--- config.mk ---
export PLATFORM = sky130hd
export DESIGN_NAME = qr_version_info_decoder
export DESIGN_NICKNAME = d
export VERILOG_FILES = /design/src/rtl/qrvid_pkg.sv /design/src/rtl/qr_version_info_decoder.sv
export VERILOG_INCLUDE_DIRS = /design/src /design/src/rtl
export SDC_FILE = /design/constraint.sdc
export NUM_CORES = 2
export LEC_CHECK = 0
export BUFFER_PORTS_ARGS = -buffer_cell sky130_fd_sc_hd__buf_2
export CORE_MARGIN = 2
export CORE_UTILIZATION = 60
export DETAILED_ROUTE_END_ITERATION = 10
export PLACE_DENSITY_LB_ADDON = 0.05
export SETUP_SLACK_MARGIN = 0.3
export SYNTH_ARGS = -nofsm -noshare
export SYNTH_HDL_FRONTEND = slang
export SYNTH_SLANG_ARGS = --single-unit
--- constraint.sdc ---
create_clock -name clk -period 7.07 [get_ports clk]
set_clock_uncertainty 0.05 [all_clocks]
set_input_delay 1.0605 -clock clk [delete_from_list [all_inputs] [get_ports clk]]
set_output_delay 1.0605 -clock clk [all_outputs]
set_load 0.01 [all_outputs]
--- src/rtl/qr_version_info_decoder_macros.svh ---
// ----------------------------------------------------------------------------
// QR version information decoder assertion macros
// Concurrent check wrappers clocked on clk and disabled during reset.
// ----------------------------------------------------------------------------
`ifndef QR_VERSION_INFO_DECODER_MACROS_SVH
`define QR_VERSION_INFO_DECODER_MACROS_SVH

`ifndef ASSERT_OFF

// Check that the consequent holds in the same cycle as the antecedent.
`define QRVID_ASSERT_IMPL(label, ante, cons, msg) \
	label: assert property (@(posedge clk) disable iff (!arst_n) (ante) |-> (cons)) \
		else $error(msg);

// Check that an expression never holds.
`define QRVID_ASSERT_NEVER(label, expr, msg) \
	label: assert property (@(posedge clk) disable iff (!arst_n) !(expr)) \
		else $error(msg);

`else

`define QRVID_ASSERT_IMPL(label, ante, cons, msg)
`define QRVID_ASSERT_NEVER(label, expr, msg)

`endif

`endif

--- src/rtl/qrvid_pkg.sv ---
// ----------------------------------------------------------------------------
// QR version information decoder package
// Codeword table, field widths, distance types and helper functions.
// ----------------------------------------------------------------------------
package qrvid_pkg;

	localparam int WORD_BITS     = 18;
	localparam int DIST_BITS     = 5;
	localparam int VER_BITS      = 6;
	localparam int NUM_CODES     = 34;
	localparam int FIRST_VERSION = 7;

	localparam logic [DIST_BITS-1:0] TOL_RESET = 5'd3;

	// BCH(18,6) version codewords, versions 7 to 40
	localparam logic [WORD_BITS-1:0] CODE_TABLE [NUM_CODES] = '{
		18'h07C94, 18'h085BC, 18'h09A99, 18'h0A4D3, 18'h0BBF6,
		18'h0C762, 18'h0D847, 18'h0E60D, 18'h0F928, 18'h10B78,
		18'h1145D, 18'h12A17, 18'h13532, 18'h149A6, 18'h15683,
		18'h168C9, 18'h177EC, 18'h18EC4, 18'h191E1, 18'h1AFAB,
		18'h1B08E, 18'h1CC1A, 18'h1D33F, 18'h1ED75, 18'h1F250,
		18'h209D5, 18'h216F0, 18'h228BA, 18'h2379F, 18'h24B0B,
		18'h2542E, 18'h26A64, 18'h27541, 18'h28C69
	};

	typedef struct packed {
		logic [DIST_BITS-1:0] hdist;
		logic [VER_BITS-1:0]  ver;
	} dv_t;

	// Count set bits: six 3-bit groups, then sum the groups
	function automatic logic [DIST_BITS-1:0] ones18(input logic [WORD_BITS-1:0] w);
		logic [1:0]           grp;
		logic [DIST_BITS-1:0] n;
		n = '0;
		for (int g = 0; g < WORD_BITS / 3; g++) begin
			grp = 2'(w[3*g]) + 2'(w[3*g+1]) + 2'(w[3*g+2]);
			n = n + DIST_BITS'(grp);
		end
		return n;
	endfunction

	// Left side holds the lower version; the right side wins only if strictly closer
	function automatic dv_t pick(input dv_t lo, input dv_t hi);
		return (hi.hdist < lo.hdist) ? hi : lo;
	endfunction

endpackage

--- src/rtl/qr_version_info_decoder.sv ---
// ----------------------------------------------------------------------------
// QR version information decoder
// Matches two 18-bit version words against the 34 BCH(18,6) codewords and
// reports the closest version when within the bit error tolerance.
// ----------------------------------------------------------------------------
//
//   channel   valid          stall          payload
//   -------   ------------   ------------   --------------------------
//   item      item_valid     item_stall     bits_a, bits_b
//   result    result_valid   result_stall   found, version, distance
//   config    cfg_we         (none)         cfg_wdata -> max_bit_errors
//
// One word enters every cycle while item_stall is low; results leave stage 3.
// Stage 1 finds the distance per version, stage 2 reduces 34 to 5
// candidates, stage 3 picks the best and applies the tolerance.
// Reset clears the valid bits and loads a tolerance of 3.
// A stall holds full stages with no bubble ahead; the others still advance.
//
`include "qr_version_info_decoder_macros.svh"

module qr_version_info_decoder (
	input  logic                            clk,
	input  logic                            arst_n,
	input  logic                            item_valid,
	output logic                            item_stall,
	input  logic [qrvid_pkg::WORD_BITS-1:0] bits_a,
	input  logic [qrvid_pkg::WORD_BITS-1:0] bits_b,
	output logic                            result_valid,
	input  logic                            result_stall,
	output logic                            found,
	output logic [qrvid_pkg::VER_BITS-1:0]  version,
	output logic [qrvid_pkg::DIST_BITS-1:0] distance,
	input  logic                            cfg_we,
	input  logic [qrvid_pkg::DIST_BITS-1:0] cfg_wdata
);

	localparam int N1 = 17;
	localparam int N2 = 9;
	localparam int N3 = 5;

	logic [qrvid_pkg::DIST_BITS-1:0] max_bit_errors_q;

	logic valid_s1, valid_s2, valid_s3;
	logic move1, move2, move3;

	qrvid_pkg::dv_t dv_d  [qrvid_pkg::NUM_CODES];
	qrvid_pkg::dv_t dv_s1 [qrvid_pkg::NUM_CODES];
	qrvid_pkg::dv_t l1    [N1];
	qrvid_pkg::dv_t l2    [N2];
	qrvid_pkg::dv_t l3    [N3];
	qrvid_pkg::dv_t cand_s2 [N3];
	qrvid_pkg::dv_t l4    [3];
	qrvid_pkg::dv_t l5    [2];
	qrvid_pkg::dv_t best;

	logic                            found_s3;
	logic [qrvid_pkg::VER_BITS-1:0]  version_s3;
	logic [qrvid_pkg::DIST_BITS-1:0] distance_s3;

	// a stage advances when empty or when the next one advances
	assign move3      = !valid_s3 || !result_stall;
	assign move2      = !valid_s2 || move3;
	assign move1      = !valid_s1 || move2;
	assign item_stall = !move1;

	always_ff @(posedge clk or negedge arst_n) begin
		if (!arst_n) begin
			max_bit_errors_q <= qrvid_pkg::TOL_RESET;
		end else if (cfg_we) begin
			max_bit_errors_q <= cfg_wdata;
		end
	end

	always_ff @(posedge clk or negedge arst_n) begin
		if (!arst_n) begin
			valid_s1 <= 1'b0;
			valid_s2 <= 1'b0;
			valid_s3 <= 1'b0;
		end else begin
			if (move1) valid_s1 <= item_valid;
			if (move2) valid_s2 <= valid_s1;
			if (move3) valid_s3 <= valid_s2;
		end
	end

	// Stage 1: distance of each version, closer copy of the two
	always_comb begin
		logic [qrvid_pkg::DIST_BITS-1:0] da;
		logic [qrvid_pkg::DIST_BITS-1:0] db;
		for (int i = 0; i < qrvid_pkg::NUM_CODES; i++) begin
			da = qrvid_pkg::ones18(bits_a ^ qrvid_pkg::CODE_TABLE[i]);
			db = qrvid_pkg::ones18(bits_b ^ qrvid_pkg::CODE_TABLE[i]);
			// copy A wins a tie
			dv_d[i].hdist = (db < da) ? db : da;
			dv_d[i].ver   = qrvid_pkg::VER_BITS'(qrvid_pkg::FIRST_VERSION + i);
		end
	end

	always_ff @(posedge clk) begin
		if (move1) begin
			for (int i = 0; i < qrvid_pkg::NUM_CODES; i++) begin
				dv_s1[i] <= dv_d[i];
			end
		end
	end

	// Stage 2: three tree levels, 34 -> 17 -> 9 -> 5
	always_comb begin
		for (int i = 0; i < N1; i++) begin
			l1[i] = qrvid_pkg::pick(dv_s1[2*i], dv_s1[2*i+1]);
		end
		for (int i = 0; i < N2 - 1; i++) begin
			l2[i] = qrvid_pkg::pick(l1[2*i], l1[2*i+1]);
		end
		l2[N2-1] = l1[N1-1];
		for (int i = 0; i < N3 - 1; i++) begin
			l3[i] = qrvid_pkg::pick(l2[2*i], l2[2*i+1]);
		end
		l3[N3-1] = l2[N2-1];
	end

	always_ff @(posedge clk) begin
		if (move2) begin
			for (int i = 0; i < N3; i++) begin
				cand_s2[i] <= l3[i];
			end
		end
	end

	// Stage 3: 5 -> 3 -> 2 -> 1, then the tolerance check
	always_comb begin
		l4[0] = qrvid_pkg::pick(cand_s2[0], cand_s2[1]);
		l4[1] = qrvid_pkg::pick(cand_s2[2], cand_s2[3]);
		l4[2] = cand_s2[4];
		l5[0] = qrvid_pkg::pick(l4[0], l4[1]);
		l5[1] = l4[2];
		best  = qrvid_pkg::pick(l5[0], l5[1]);
	end

	always_ff @(posedge clk) begin
		if (move3) begin
			found_s3    <= (best.hdist <= max_bit_errors_q);
			version_s3  <= (best.hdist <= max_bit_errors_q) ? best.ver : '0;
			distance_s3 <= best.hdist;
		end
	end

	assign result_valid = valid_s3;
	assign found        = found_s3;
	assign version      = version_s3;
	assign distance     = distance_s3;

	`QRVID_ASSERT_IMPL(a_found_within_tol, result_valid && found, distance <= max_bit_errors_q, "found with distance above tolerance")
	`QRVID_ASSERT_IMPL(a_miss_no_version, result_valid && !found, version == '0 && distance > max_bit_errors_q, "miss reports a version or a distance within tolerance")
	`QRVID_ASSERT_IMPL(a_version_range, result_valid && found, version >= 6'd7 && version <= 6'd40, "version out of range")
	`QRVID_ASSERT_NEVER(a_stall_only_full, item_stall && !(valid_s1 && valid_s2 && valid_s3), "input stalled with a bubble in the pipe")

endmodule
==> metrics <==
CTS tree yes; antenna violations before repair 9; post-synthesis sequential area ratio 0.1593; Die Footprint 0.07562 sq mm; layout cells sized above 1 0.09611; fin crit period 6.342 ns; Root Buffer clkbuf_16; Synth Flop Type edfxtp_1; Max-Cap Viols 0; ANT nets after route 0; fmax between 150 and 200 MHz; CTS hold repair buffers 0; vias post-DR 29,920; most common cell after layout, fill and taps aside inv_1; CP Launch Type primary input; slew at the pin closest to its max-slew limit 1.060 ns; post-CTS sizing 0; top cell type's share of synthesized area 0.3385; top cells by area, synth fa_1 (34%), ha_1 (21%), edfxtp_1 (15%); total area of sequential cells 0.007019 sq mm; reg-to-reg critical path startpoint dv_s1[10][7]; GRT Util Overall 0.3714; EDFF count, synth 227; H-tree levels 1; Routed WL around 130,000 um; final setup violation count 0; initial drt markers between 2,000 and 2,500; clock sinks 235; post-synth cell types 63; crit path from bits_a[6]; Multi-input gate area ~0.034 sq mm; clock buffer depth 3; Port Buf Inserts 59; mean area per synthesized cell around 11 sq um; height of the die 275.0 um; total core area 0.07283 sq mm; Synth area leader fa_1; post-synth net total 5,505; Placed Instances 5,149; synthesized area 0.04406 sq mm; Hold Crit Class primary input to async pin; synthesized instance count approximately 4,000; DR WL/cell between 20 and 30 um; final std cells w/o fill 5,208; max_slew headroom 0.2926; DP HPWL 110,900 um; FP Rows 99; Congestion Overflow GR 0; crit path max fanout 5; first-pass GRT wire length between 150,000 and 200,000 um; most frequent cells in the layout inv_1 (824), ha_1 (749), fa_1 (744); final hold slack 0.1931 ns; Finished Cell Area 0.04805 sq mm; number of warning messages in the yosys log 0; worst-skew pair later-pin latency approximately 0.64 ns; crit path DAT 6.64 ns; largest net degree at the start of global routing 66; area post-placement 0.04688 sq mm; clock slew at reported path FFs 0.06 ns; Final period util 0.8970; IO Pins 60; fin. max-slew vios 0; FF+latch count, synth around 240; ys async rst share 0.03404; Post-CTS Setup Bufs 0; Nets 5,762; final hold violation count 0; Area growth, synth to finish 9.050%; number of buffers created by CTS 30; vias per inst 5.745; initial core utilization 0.6049; Die Wd 275.0 um; RSZ-0062 raised after global routing no; status finished, final reports clean; router iterations before antenna repair 5; Final GP Congestion 1.010; kind of critical path primary input to flip-flop; fill count just under 6,000; CP Capture Type flip-flop; Worst Path Required 7.37 ns; DRC violations left 0; vias in the first global route 31,130; setup TNS 0 ns
registers in the layout, summed over array words and instances, names as in the netlist:
name,count
cand_s2,45
distance,5
valid_s1,1
version,6
result_valid,1
valid_s2,1
max_bit_errors_q,5
found,1
dv_s1,170
cell usage after synthesis (12+ instances only):
cell type and n:
xor2_1 35, xnor2_1 101, o21a_1 13, edfxtp_1 227
o21ai_0 109, a21o_1 167, a21oi_1 257, ha_1 749
mux2i_1 176, nor2b_1 62, nand2b_1 91, nand4_1 12
fa_1 745, nand2_1 122, mux2_2 71, nor2_1 69
inv_1 826
per-stage QoR:
stage               utilization  setup WS [ns]
floorplan                     -         -1.009
global placement         0.6437         0.2864
detailed placement       0.6437         0.2752
CTS                      0.6591         0.4026
global route             0.6596         0.3342
finish                   0.6597         0.7282
critical path: stages:
cell and delay [ns]:
buf_2 0.09, inv_1 0.06, fa_1 0.71, inv_1 0.39, fa_1 0.63, inv_1 0.06, fa_1 0.54, inv_1 0.07
fa_1 0.46, fa_1 0.52, inv_1 0.04, ha_1 0.19, fa_1 0.40, xnor2_1 0.22, ha_1 0.26, nor2b_1 0.12
o21ai_0 0.16, nand2b_1 0.08, a21oi_1 0.21, mux2_2 0.35
metal layers:
layer,vias up,global-route usage,part of all wire,routed length [um]
met3,380,0.09557,0.093,12550
met1,14870,0.4752,0.39,52330
met5,-,0,0.00041,55
li1,13500,-,-,-
met4,8,0.1798,0.062,8312
met2,1164,0.5908,0.45,61100
layout make-up:
cell class	count	area share
inverters	830	0.06500
flip-flops and latches	235	0.1461
repair buffers	238	0.03463
well taps	959	0.02497
diodes	4	0.0002083
clock buffers	30	0.01562
multi-input cells	2887	0.7057
clock inverters	25	0.007760
cell families after synthesis:
logic type / count (synthesis) / share of synthesized area
flops: 235 / 0.1593
fa+ha+maj: 1494 / 0.5512
compound gates: 620 / 0.08667
mux: 252 / 0.05983
simple gates: 385 / 0.04399
xor+xnor: 136 / 0.02703
buf+inv: 843 / 0.07196
worst paths after layout:
path,endpoint,depth (start not counted),slack [ns]
worst max register to register,cand_s2[0][21],24,0.81
worst min-delay path,valid_s1,1,0.19
worst min register to register,valid_s2,1,0.42
max in group asynchronous,max_bit_errors_q[1],1,6.54
worst max-delay path,dv_s1[29][6],20,0.73
min in group clk,valid_s2,1,0.42
Power is left out: the tool's default activity adds up to more than one toggle a clock period on the data nets, which glitch-free logic cannot reach.
